--- config.mk ---
export PLATFORM = sky130hd
export DESIGN_NAME = pixel_format_converter
export DESIGN_NICKNAME = d
export VERILOG_FILES = /design/src/rtl/pfc_pkg.sv /design/src/rtl/pixel_format_converter.sv /design/src/rtl/pfc_cfg.sv /design/src/rtl/pfc_conv.sv
export SDC_FILE = /design/constraint.sdc
export NUM_CORES = 1
export LEC_CHECK = 0
export BUFFER_PORTS_ARGS = -buffer_cell sky130_fd_sc_hd__buf_2
export CORE_MARGIN = 2
export CORE_UTILIZATION = 54
export CTS_CLUSTER_DIAMETER = 40
export DETAILED_ROUTE_END_ITERATION = 12
export GPL_ROUTABILITY_DRIVEN = 0
export PLACE_DENSITY = 0.86
export SLEW_MARGIN = 40
export SYNTH_ARGS = -nofsm -noshare
export SYNTH_HDL_FRONTEND = slang
export SYNTH_HIERARCHICAL = 1
export SYNTH_SLANG_ARGS = --single-unit
export TNS_END_PERCENT = 1
--- constraint.sdc ---
create_clock -name clk -period 2.53 [get_ports clk]
set_input_delay 0.253 -clock clk [delete_from_list [all_inputs] [get_ports clk]]
set_output_delay 0.253 -clock clk [all_outputs]
set_load 0.005 [all_outputs]
--- src/rtl/pfc_pkg.sv ---
package pfc_pkg;

    // Size codes; code three behaves as 32 bits
    localparam logic [1:0] SIZE_16 = 2'd0;
    localparam logic [1:0] SIZE_24 = 2'd1;
    localparam logic [1:0] SIZE_32 = 2'd2;

    // Register indexes on the configuration port
    localparam logic [2:0] CFG_IN_SIZE     = 3'd0;
    localparam logic [2:0] CFG_IN_ALPHA    = 3'd1;
    localparam logic [2:0] CFG_IN_OVERLAY  = 3'd2;
    localparam logic [2:0] CFG_IN_BGR      = 3'd3;
    localparam logic [2:0] CFG_OUT_SIZE    = 3'd4;
    localparam logic [2:0] CFG_OUT_ALPHA   = 3'd5;
    localparam logic [2:0] CFG_OUT_OVERLAY = 3'd6;
    localparam logic [2:0] CFG_OUT_BGR     = 3'd7;

    localparam logic [31:0] MASK_16     = 32'h0000_ffff;
    localparam logic [31:0] MASK_24     = 32'h00ff_ffff;
    localparam logic [31:0] MASK_32     = 32'hffff_ffff;
    localparam logic [31:0] ALPHA_OPAQUE = 32'hff00_0000;
    localparam logic [15:0] TOP16       = 16'h8000;
    localparam logic [15:0] SWAP16_KEEP = 16'b1000_0011_1110_0000;

    typedef struct packed {
        logic [1:0] in_size;
        logic       in_alpha;
        logic       in_overlay;
        logic       in_bgr;
        logic [1:0] out_size;
        logic       out_alpha;
        logic       out_overlay;
        logic       out_bgr;
    } cfg_t;

    // Fold size code three onto 32 bits
    function automatic logic [1:0] norm_size(input logic [1:0] s);
        logic [1:0] r;
        r = (s == SIZE_16) ? SIZE_16 : ((s == SIZE_24) ? SIZE_24 : SIZE_32);
        return r;
    endfunction

    function automatic logic [31:0] size_mask(input logic [1:0] s);
        logic [31:0] m;
        m = (s == SIZE_16) ? MASK_16 : ((s == SIZE_24) ? MASK_24 : MASK_32);
        return m;
    endfunction

endpackage

--- src/rtl/pixel_format_converter.sv ---
// Channel   Handshake              Payload
// input     in_valid / in_ready    pixel_in[31:0], last_pixel
// output    out_valid / out_ready  pixel_out[31:0], last_out
// config    cfg_valid / cfg_ready  cfg_index[2:0], cfg_data[1:0]
//
// One pixel per clock sustained while out_ready stays high. A request is held in
// the input register and is converted on its way into the result register,
// which drives out_valid. Reset (rst_n, async, low) empties both stages and
// loads 32-bit, no alpha, no overlay, red-high formats.
// A stalled output holds its request; the input stage keeps filling behind it
// and in_ready drops only while both registers hold a request and out_ready is low.
module pixel_format_converter (
    input  logic        clk,
    input  logic        rst_n,

    input  logic        in_valid,
    output logic        in_ready,
    input  logic [31:0] pixel_in,
    input  logic        last_pixel,

    output logic        out_valid,
    input  logic        out_ready,
    output logic [31:0] pixel_out,
    output logic        last_out,

    input  logic        cfg_valid,
    output logic        cfg_ready,
    input  logic [2:0]  cfg_index,
    input  logic [1:0]  cfg_data
);

    pfc_pkg::cfg_t cfg;

    // input stage
    logic        s1_valid_reg;
    logic        s1_valid_next;
    logic [31:0] s1_pixel_reg;
    logic        s1_last_reg;

    // result stage
    logic        s2_valid_reg;
    logic        s2_valid_next;
    logic [31:0] s2_pixel_reg;
    logic        s2_last_reg;

    logic [31:0] conv_pixel;
    logic        s2_load;
    logic        s1_load;

    // Config always takes a write; software must write only when idle, unenforced
    assign cfg_ready = 1'b1;

    pfc_cfg u_cfg (
        .clk       (clk),
        .rst_n     (rst_n),
        .cfg_valid (cfg_valid),
        .cfg_index (cfg_index),
        .cfg_data  (cfg_data),
        .cfg       (cfg)
    );

    pfc_conv u_conv (
        .cfg    (cfg),
        .pixel  (s1_pixel_reg),
        .result (conv_pixel)
    );

    // Result stage loads a pending request when empty or being drained this cycle
    assign s2_load  = s1_valid_reg && (!s2_valid_reg || out_ready);
    assign in_ready = !s1_valid_reg || s2_load;
    assign s1_load  = in_valid && in_ready;

    always_comb
    begin
        s1_valid_next = s1_valid_reg;
        if (s1_load)
            s1_valid_next = 1'b1;
        else if (s2_load)
            s1_valid_next = 1'b0;

        s2_valid_next = s2_valid_reg;
        if (s2_load)
            s2_valid_next = 1'b1;
        else if (out_ready)
            s2_valid_next = 1'b0;
    end

    always_ff @(posedge clk or negedge rst_n)
    begin
        if (!rst_n)
        begin
            s1_valid_reg <= 1'b0;
            s2_valid_reg <= 1'b0;
        end
        else
        begin
            s1_valid_reg <= s1_valid_next;
            s2_valid_reg <= s2_valid_next;
        end
    end

    always_ff @(posedge clk)
    begin
        if (s1_load)
        begin
            s1_pixel_reg <= pixel_in;
            s1_last_reg  <= last_pixel;
        end
        if (s2_load)
        begin
            s2_pixel_reg <= conv_pixel;
            s2_last_reg  <= s1_last_reg;
        end
    end

    assign out_valid = s2_valid_reg;
    assign pixel_out = s2_pixel_reg;
    assign last_out  = s2_last_reg;

`ifndef SYNTHESIS
    // An empty input stage never refuses a request
    a_ready_when_empty: assert property (@(posedge clk) disable iff (!rst_n)
        !s1_valid_reg |-> in_ready)
        else $error("input stage empty but in_ready low");

    // An accepted request sits in the input stage next cycle
    a_accept_fills: assert property (@(posedge clk) disable iff (!rst_n)
        in_valid && in_ready |=> s1_valid_reg)
        else $error("accepted request lost from input stage");

    // A pending request moves on once the result stage has room
    a_advance: assert property (@(posedge clk) disable iff (!rst_n)
        s1_valid_reg && (!s2_valid_reg || out_ready) |=> out_valid)
        else $error("request did not reach result stage");
`endif

endmodule

--- src/rtl/pfc_cfg.sv ---
module pfc_cfg (
    input  logic              clk,
    input  logic              rst_n,
    input  logic              cfg_valid,
    input  logic [2:0]        cfg_index,
    input  logic [1:0]        cfg_data,
    output pfc_pkg::cfg_t     cfg
);

    pfc_pkg::cfg_t cfg_reg;
    pfc_pkg::cfg_t cfg_next;

    always_comb
    begin
        cfg_next = cfg_reg;
        if (cfg_valid)
        begin
            unique case (cfg_index)
                pfc_pkg::CFG_IN_SIZE:     cfg_next.in_size     = cfg_data;
                pfc_pkg::CFG_IN_ALPHA:    cfg_next.in_alpha    = cfg_data[0];
                pfc_pkg::CFG_IN_OVERLAY:  cfg_next.in_overlay  = cfg_data[0];
                pfc_pkg::CFG_IN_BGR:      cfg_next.in_bgr      = cfg_data[0];
                pfc_pkg::CFG_OUT_SIZE:    cfg_next.out_size    = cfg_data;
                pfc_pkg::CFG_OUT_ALPHA:   cfg_next.out_alpha   = cfg_data[0];
                pfc_pkg::CFG_OUT_OVERLAY: cfg_next.out_overlay = cfg_data[0];
                pfc_pkg::CFG_OUT_BGR:     cfg_next.out_bgr     = cfg_data[0];
            endcase
        end
    end

    always_ff @(posedge clk or negedge rst_n)
    begin
        if (!rst_n)
        begin
            cfg_reg <= '{in_size: pfc_pkg::SIZE_32, in_alpha: 1'b0, in_overlay: 1'b0,
                         in_bgr: 1'b0, out_size: pfc_pkg::SIZE_32, out_alpha: 1'b0,
                         out_overlay: 1'b0, out_bgr: 1'b0};
        end
        else
        begin
            cfg_reg <= cfg_next;
        end
    end

    assign cfg = cfg_reg;

endmodule

--- src/rtl/pfc_conv.sv ---
module pfc_conv (
    input  pfc_pkg::cfg_t  cfg,
    input  logic [31:0]    pixel,
    output logic [31:0]    result
);

    logic [1:0]  si;
    logic [1:0]  so;
    logic [31:0] c;
    logic        same;
    logic        swap;
    logic [31:0] wide;
    logic [15:0] narrow;
    logic [15:0] narrow_sw;
    logic [31:0] up;
    logic [7:0]  up_hi, up_g, up_lo, up_r, up_b;
    logic        up_ov;
    logic [15:0] down;
    logic [4:0]  dn_hi, dn_g, dn_lo, dn_r, dn_b;
    logic        dn_top;
    logic [31:0] o;

    assign si   = pfc_pkg::norm_size(cfg.in_size);
    assign so   = pfc_pkg::norm_size(cfg.out_size);
    assign c    = pixel & pfc_pkg::size_mask(si);
    assign swap = cfg.in_bgr != cfg.out_bgr;
    assign same = (si == so) && (cfg.in_alpha == cfg.out_alpha)
                  && (cfg.in_overlay == cfg.out_overlay) && !swap;

    // 24/32 <-> 24/32: alpha fix-up then red/blue byte swap
    always_comb
    begin
        wide = c;
        if (!cfg.in_alpha && cfg.out_alpha)
            wide = wide | pfc_pkg::ALPHA_OPAQUE;
        if (cfg.in_alpha && !cfg.out_alpha)
            wide = wide & pfc_pkg::MASK_24;
        if (swap)
            wide = {wide[31:24], wide[7:0], wide[15:8], wide[23:16]};
    end

    // 16 <-> 16: top bit meaning changes, then 5-bit red/blue swap
    always_comb
    begin
        narrow = c[15:0];
        priority if (cfg.in_alpha)
        begin
            if (cfg.out_overlay)
                narrow = narrow ^ pfc_pkg::TOP16;
        end
        else if (cfg.in_overlay)
        begin
            if (cfg.out_alpha)
                narrow = narrow ^ pfc_pkg::TOP16;
        end
        else
        begin
            if (cfg.out_alpha)
                narrow = narrow | pfc_pkg::TOP16;
            else if (cfg.out_overlay)
                narrow = narrow & ~pfc_pkg::TOP16;
        end
        narrow_sw = (narrow & pfc_pkg::SWAP16_KEEP)
                    | {11'd0, narrow[14:10]} | {1'b0, narrow[4:0], 10'd0};
        if (!swap)
            narrow_sw = narrow;
    end

    // 16 -> 24/32
    always_comb
    begin
        up_ov = cfg.in_overlay && c[15];
        up_hi = {c[14:10], 3'b000};
        up_g  = {c[9:5], 3'b000};
        up_lo = {c[4:0], 3'b000};
        up_r  = cfg.in_bgr ? up_lo : up_hi;
        up_b  = cfg.in_bgr ? up_hi : up_lo;
        up    = cfg.out_bgr ? {8'd0, up_b, up_g, up_r} : {8'd0, up_r, up_g, up_b};
        if (cfg.out_alpha && !up_ov)
            up = up | pfc_pkg::ALPHA_OPAQUE;
    end

    // 24/32 -> 16: truncate channels, alpha bit 7 to the top bit (inverted for overlay)
    always_comb
    begin
        dn_top = 1'b0;
        if (cfg.in_alpha && cfg.out_overlay)
            dn_top = !c[31];
        else if (cfg.in_alpha && cfg.out_alpha)
            dn_top = c[31];
        dn_hi = c[23:19];
        dn_g  = c[15:11];
        dn_lo = c[7:3];
        dn_r  = cfg.in_bgr ? dn_lo : dn_hi;
        dn_b  = cfg.in_bgr ? dn_hi : dn_lo;
        down  = cfg.out_bgr ? {dn_top, dn_b, dn_g, dn_r} : {dn_top, dn_r, dn_g, dn_b};
    end

    always_comb
    begin
        priority if (same)
            o = c;
        else if ((si != pfc_pkg::SIZE_16) && (so != pfc_pkg::SIZE_16))
            o = wide;
        else if ((si == pfc_pkg::SIZE_16) && (so == pfc_pkg::SIZE_16))
            o = {16'd0, narrow_sw};
        else if (si == pfc_pkg::SIZE_16)
            o = up;
        else
            o = {16'd0, down};
    end

    assign result = o & pfc_pkg::size_mask(so);

endmodule

# --- Word level (Yosys, flattened, before mapping) ---
# Cells that the tools add are included.
totals:
  ff_bits: 78
  out_inout_bits: 36
  elab_cells: 108
op_classes:
  n_mux: 35
  n_eq_ne: 15
  n_reduce_logical: 39
  n_bitwise: 5
ops:
  columns: ["op", "n"]
  rows:
  - ["32-bit 2-to-1 mux", 11]
  - ["16-bit 2-to-1 mux", 7]
  - ["32-bit AND", 2]
  - ["24-bit 2-to-1 mux", 2]
  - ["8-bit 2-to-1 mux", 2]
  - ["16-bit by 15-bit OR with 16-bit output", 1]
  - ["16-bit by 5-bit OR with 16-bit output", 1]
  - ["2-bit AND reduction", 8]
  - ["15-bit 2-to-1 mux", 1]
  - ["1-bit logical AND", 13]
  - ["3-bit == test, second input constant", 4]
  - ["5-bit 2-to-1 mux", 2]
  - ["2-bit by 1-bit == test with 1-bit output, second input constant", 4]
  - ["2-bit logical NOT", 4]
  - ["2-bit 2-to-1 mux", 4]
  - ["2-bit nonzero test", 4]
  - ["1-bit logical NOT", 7]
  - ["3-bit by 2-bit == test with 1-bit output, second input constant", 2]
  - ["1-bit 2-to-1 mux", 6]
  - ["3-bit by 1-bit == test with 1-bit output, second input constant", 1]
  - ["3-bit logical NOT", 1]
  - ["1-bit == test", 2]
  - ["2-bit == test", 1]
  - ["1-bit logical OR", 2]
  - ["other kinds (2)", 2]

# --- Depth between registers and ports, before layout ---
logic_depth:
  word_depth: 18
  depth_mapped: 7
  ltp_nobuf: 7

# --- By module ---
# The synthesis kept the hierarchy.
by_module_without_submodules:
  columns: ["mod", "n_inst", "cells_each", "area_per_inst_um2"]
  rows:
  - ["pixel_format_converter", 1, 76, 2097.0]
  - ["pfc_conv", 1, 203, 1166.1]
  - ["pfc_cfg", 1, 28, 450.4]

# --- Worst setup path after synthesis ---
# No wires, ideal clock.
synth_path:
  kind: "reg-to-reg"
  from: "reg u_cfg.cfg_reg (netlist bit u_cfg/cfg[2])"
  to: "reg s2_pixel_reg[12] (netlist: pixel_out[12]), data pin"
  setup_slack_ns: 0.694
  path_buffers: 0
  period_less_slack_ns: 1.836
  t_arrival_ns: 1.575
  stages_incl_launch_ff: 7
  cell_sequence: "dfrtp_1 > inv_1 > ha_1 > nand3_1 > a21oi_4 > or2b_1 > o32a_1"
synth_between:
  elab_chain_cells: 9
synth_lines:
  columns: ["item", "line_no", "source"]
  rows:
  - ["start: declaration", "pfc_cfg.sv:10", "pfc_pkg::cfg_t cfg_reg;"]
  - ["start signal: assignment", "pfc_cfg.sv:35", "cfg_reg <= '{in_size: pfc_pkg::SIZE_32, in_alpha: 1'b0, in_overlay: 1'b0,"]
  - ["start signal: assignment", "pfc_cfg.sv:41", "cfg_reg <= cfg_next;"]
  - ["16-bit 2-to-1 mux", "pfc_conv.sv:58", "if (cfg.out_alpha)"]
  - ["16-bit 2-to-1 mux", "pfc_conv.sv:51", "else if (cfg.in_overlay)"]
  - ["16-bit 2-to-1 mux", "pfc_conv.sv:46", "priority if (cfg.in_alpha)"]
  - ["16-bit by 15-bit OR with 16-bit output", "pfc_conv.sv:64", "| {11'd0, narrow[14:10]} | {1'b0, narrow[4:0], 10'd0};"]
  - ["16-bit 2-to-1 mux", "pfc_conv.sv:65", "if (!swap)"]
  - ["32-bit 2-to-1 mux", "pfc_conv.sv:105", "else if ((si == pfc_pkg::SIZE_16) && (so == pfc_pkg::SIZE_16))"]
  - ["32-bit 2-to-1 mux", "pfc_conv.sv:103", "else if ((si != pfc_pkg::SIZE_16) && (so != pfc_pkg::SIZE_16))"]
  - ["32-bit 2-to-1 mux *", "pfc_conv.sv:101", "priority if (same)"]
  - ["32-bit AND *", "pfc_conv.sv:113", "assign result = o & pfc_pkg::size_mask(so);"]
  - ["named net conv_pixel[12]", "pixel_format_converter.sv:46", "logic [31:0] conv_pixel;"]
  - ["end signal: assignment", "pixel_format_converter.sv:111", "s2_pixel_reg <= conv_pixel;"]
  - ["end: declaration", "pixel_format_converter.sv:43", "logic [31:0] s2_pixel_reg;"]
# Mark *: on every way through the listed nets, which the timed path passes. The rest lies on a longest branch.
# A chain may end at the register's enable or synchronous reset.

# --- Worst setup path in the final report ---
layout_path:
  from: "reg u_cfg.cfg_reg (netlist bit u_cfg/cfg[2])"
  to: "reg s2_pixel_reg[23] (netlist: pixel_out[23]), data pin"
layout_between:
  elab_chain_cells: 6
layout_lines:
  columns: ["item", "line_no", "source"]
  rows:
  - ["1-bit == test", "pfc_conv.sv:27", "assign same = (si == so) && (cfg.in_alpha == cfg.out_alpha)"]
  - ["1-bit logical AND", "pfc_conv.sv:27", null]
  - ["1-bit logical AND (2 in series)", "pfc_conv.sv:28", "&& (cfg.in_overlay == cfg.out_overlay) && !swap;"]
  - ["32-bit 2-to-1 mux", "pfc_conv.sv:101", null]
  - ["32-bit AND", "pfc_conv.sv:113", null]
  - ["named net conv_pixel[23]", "pixel_format_converter.sv:46", null]
# The timed path passes the listed nets, and every way through them passes these cells.

==> results <==
- In the finished design, the share of the clock period the worst path needs comes to 82.0%.
- The synthesized area per cell is 12.1 um2.
- The area of all placed cells without fillers is 4450 um2.
- The number of DRC markers in iteration 0 is 660.
- By count the netlist is led by sky130_fd_sc_hd__edfxtp_1, sky130_fd_sc_hd__nand2_1, sky130_fd_sc_hd__a21oi_1.
- The deepest level of the CTS H-tree is 3.
- The min-delay analysis places its worst path in the category input pin to flop.
- The area of the core is 6720 um2.
- Detailed placement ended at an HPWL of 5400 um.
- The worst hold path terminates at s1_pixel_reg[26]$_DFFE_PP_.
- After global routing the overflow that remains totals 0.
- In this run the core area contains 30 standard-cell rows.
- Global routing used 22.1% of the available tracks.
- The fraction of synthesis flops using an asynchronous set or reset pin is 15.4%.
- The largest buffer count on any clock path is 2.
- The worst setup path is of the flop to flop kind.
- The routed layout has 2824 vias.
- The ratio of routed vias to standard cells is 5.96.
- The largest fanout on the critical path is 10.
- The power per cell area is 929 nW/um2.
- The final routed wire length divided by cell count is 16.4 um.
- The time the final worst path needs with I/O delays and setup is 2070 ps.
- In the synthesized netlist the dominant register cell turns out to be sky130_fd_sc_hd__edfxtp_1.
- OpenSTA, run right after detailed placement, puts the worst setup slack at 503 ps.
- Setup violations remaining at the end of the flow were counted as 0.
- The number of nets still failing antenna checks after routing is 0.
- The die covers 7560 um2.
- The worst path meets setup with 455 ps of slack.
- The library cell with the largest summed area after synthesis is sky130_fd_sc_hd__edfxtp_1.
- The endpoint identified for the worst register-to-register timing path is pixel_out[23]$_DFFE_PP_.
- At the pin with the least slew margin, the transition time is 625 ps.
- The floorplan step set the die width to 86.9 um.
- met1 is the most crowded layer.
- Of the cells placed in the final design, the portion with a size suffix greater than 1 is 29.9%.
- The number of sinks on the clock net is 78.
- Data arrives at the worst endpoint at 2140 ps.
- Summed over all failing endpoints, the final setup total negative slack is 0 ps.
- The buffer cell driving the clock tree root is sky130_fd_sc_hd__clkbuf_8.
- The fraction of the yosys area taken by sequential cells is 61.5%.
- IR analysis of the VDD net gives a maximum drop of 0.446 mV.
- Based on the critical path, the design can be clocked at up to 482 MHz.
- The standard cell area after detailed placement is 4200 um2.
- The cell depth of the worst min-delay path is 1.
- In this run the most critical hold path is launched from pixel_in[26].
- Buffers inserted during clock tree synthesis total 9.
- After clock tree synthesis, the setup repair step added 0 buffers.
- The clock-pin slew of the registers on the worst-case setup and hold paths is 80 ps.
- The number of search-and-repair iterations in the first detailed-routing pass is 6.
- The number of hold-slack violations in the final timing report is 0.
- The number of antenna violations at the first check in global routing is 0.
- Across the run, the number of max-cap violations was 0.
- The floorplan step set the die height to 86.9 um.
- The final antenna diode count is 0.
- The synthesized netlist contains 60 unique library cells.
- Pin placement for this block handled 79 I/O pins.
- The most common cell in the synthesized netlist is sky130_fd_sc_hd__edfxtp_1.
- The endpoint kind of the worst setup timing path is a flop.
- The worst register-to-register path has a setup slack of 460 ps.
- The worst endpoint required time is 2600 ps.
- In this run the critical register-to-register path is launched from u_cfg/cfg[2]$_DFFE_PN0P_.
- In this run the static leakage power is 1.78 nW.
- After technology mapping, the gate count stands at 307.
- The met3 global-route usage is 5.40%.
- The count of input and output buffers is 77.
- Compared with the post-synthesis result, the final layout area differs by 19.9%.
- The DRC violations left is 0.
- The via count of the first global-routing pass came to 2459.
- Clock skew on the completed layout was measured at 12.8 ps.
- After synthesis, the cell types taking the most area are sky130_fd_sc_hd__edfxtp_1, sky130_fd_sc_hd__dfrtp_1, sky130_fd_sc_hd__nand2_1.
- The number of slew-limit violations in the final report is 0.
- The count of flip-flops with a built-in enable after synthesis is 66.
- Measured in cells, the most critical reg-to-reg path has a length of 7.
- The share of synthesized area in the top cell type comes to 53.4%.
- The total of flip-flops plus latches after synthesis is 78.
- The number of nets in the layout is 436.
- The kind of start point of the critical path is a flop.
- The synthesized cell area is 3710 um2.
- The clock latency on the worst-skew pair is 350 ps.
- In this run the tightest slew margin relative to its limit is 58.1%.
- The number of warning messages in the yosys log is 6.
- For this block, the routed nets add up to 7790 um of wire.
- The worst slack on hold paths is 67.5 ps.
- The global-route wire length before repair is 12600 um.
- The pin count of the biggest net entering global routing is 34.
- The global routing usage on met1 is 33.5%.
- The CTS tree is built.
- The number of nets handed over by synthesis was 354.
- The run finished with clean final reports.
- Setup repair after global routing left no endpoint under its margin.
- The effective utilization at floorplan is 55.3%.
- The met2 usage in global routing is 30.8%.
## stage by stage
step	total power, mW	std cells	util (%)
2_1_floorplan	2.62	307	-
3_3_place_gp	2.98	457	62.5
3_5_place_dp	3.03	457	62.5
4_1_cts	4.12	474	66.3
5_1_grt	4.35	474	66.3
6_report	4.13	474	66.3
## cells by family (layout without fill, tap and decap cells)
kind of cell,Yosys count,in the layout,synth area share (%)
buf+inv,19,106,2.49
other cells,1,1,0.101
xor+xnor,5,5,1.18
flops,78,78,61.5
compound gates,79,79,15.1
fa+ha+maj,4,4,1.35
mux,12,12,3.57
simple gates,109,109,14.7
## critical path, cell delays in order, from the launching register on
cell and delay [ps]:
sky130_fd_sc_hd__dfrtp_1 470, sky130_fd_sc_hd__inv_1 120, sky130_fd_sc_hd__ha_1 290, sky130_fd_sc_hd__nand3_1 100, sky130_fd_sc_hd__a21oi_4 270, sky130_fd_sc_hd__buf_4 230, sky130_fd_sc_hd__a2bb2oi_1 220, sky130_fd_sc_hd__a311oi_1 100
## how the worst max path moves through the flow
stage	startpoint	endpoint	depth (start not counted)
detailed placement	u_cfg/cfg[2]$_DFFE_PN0P_	pixel_out[12]$_DFFE_PP_	6
global placement	u_cfg/cfg[2]$_DFFE_PN0P_	pixel_out[12]$_DFFE_PP_	6
finish	u_cfg/cfg[2]$_DFFE_PN0P_	pixel_out[23]$_DFFE_PP_	7
CTS	u_cfg/cfg[2]$_DFFE_PN0P_	pixel_out[12]$_DFFE_PP_	6
global route	u_cfg/cfg[5]$_DFFE_PN0P_	pixel_out[23]$_DFFE_PP_	6
floorplan	u_cfg/cfg[2]$_DFFE_PN0P_	pixel_out[12]$_DFFE_PP_	6
## cell type report
type	instances	area [um2]
Fill cell	497	2270
Inverter	4	15.0
Sequential cell	78	2280
Multi-Input combinational cell	210	1340
Clock inverter	4	95.1
Tap cell	80	100
Clock buffer	12	145
Timing Repair Buffer	86	468
## power breakdown
group / total (mW) / internal [mW] / switching [mW] / leakage [nW]
sequential: 1.78 / 1.66 / 0.127 / 0.778
combinational: 1.25 / 0.514 / 0.738 / 0.882
clock: 1.10 / 0.681 / 0.418 / 0.121
## cell usage in the layout, fill, tap and decap left out, drive strengths merged, types with 2 or more instances in the layout
| cell type | n |
|---|---|
| o21a | 2 |
| nand3 | 9 |
| and2 | 2 |
| and3 | 3 |
| dfstp | 2 |
| mux2 | 10 |
| xnor2 | 3 |
| nand4b | 3 |
| mux2i | 2 |
| a221oi | 4 |
| and4bb | 3 |
| a211oi | 2 |
| nor2 | 18 |
| a2bb2oi | 3 |
| a22o | 2 |
| buf | 85 |
| o22a | 2 |
| o22ai | 2 |
| edfxtp | 66 |
| nand2 | 55 |
| a311oi | 3 |
| nand4 | 2 |
| a21oi | 29 |
| xor2 | 2 |
| ha | 4 |
| clkbuf | 12 |
| bufinv | 3 |
| nor3 | 4 |
| or2 | 2 |
| inv | 4 |
| nand2b | 3 |
| o21ai | 16 |
| a31oi | 3 |
| dfrtp | 10 |
## routing by layer
layer  up-vias  wire length (um)
met5         -                 0
met4         0               132
met3        18               795
met2       198              3570
met1      1296              3300
li1       1312                 -
## what timing repair did
action / CTS / global route
endpoints found under the hold margin: 10 / 0
hold buffers: 1 / 0
resized for setup: 0 / 0
(Power assumes the default switching activity.)
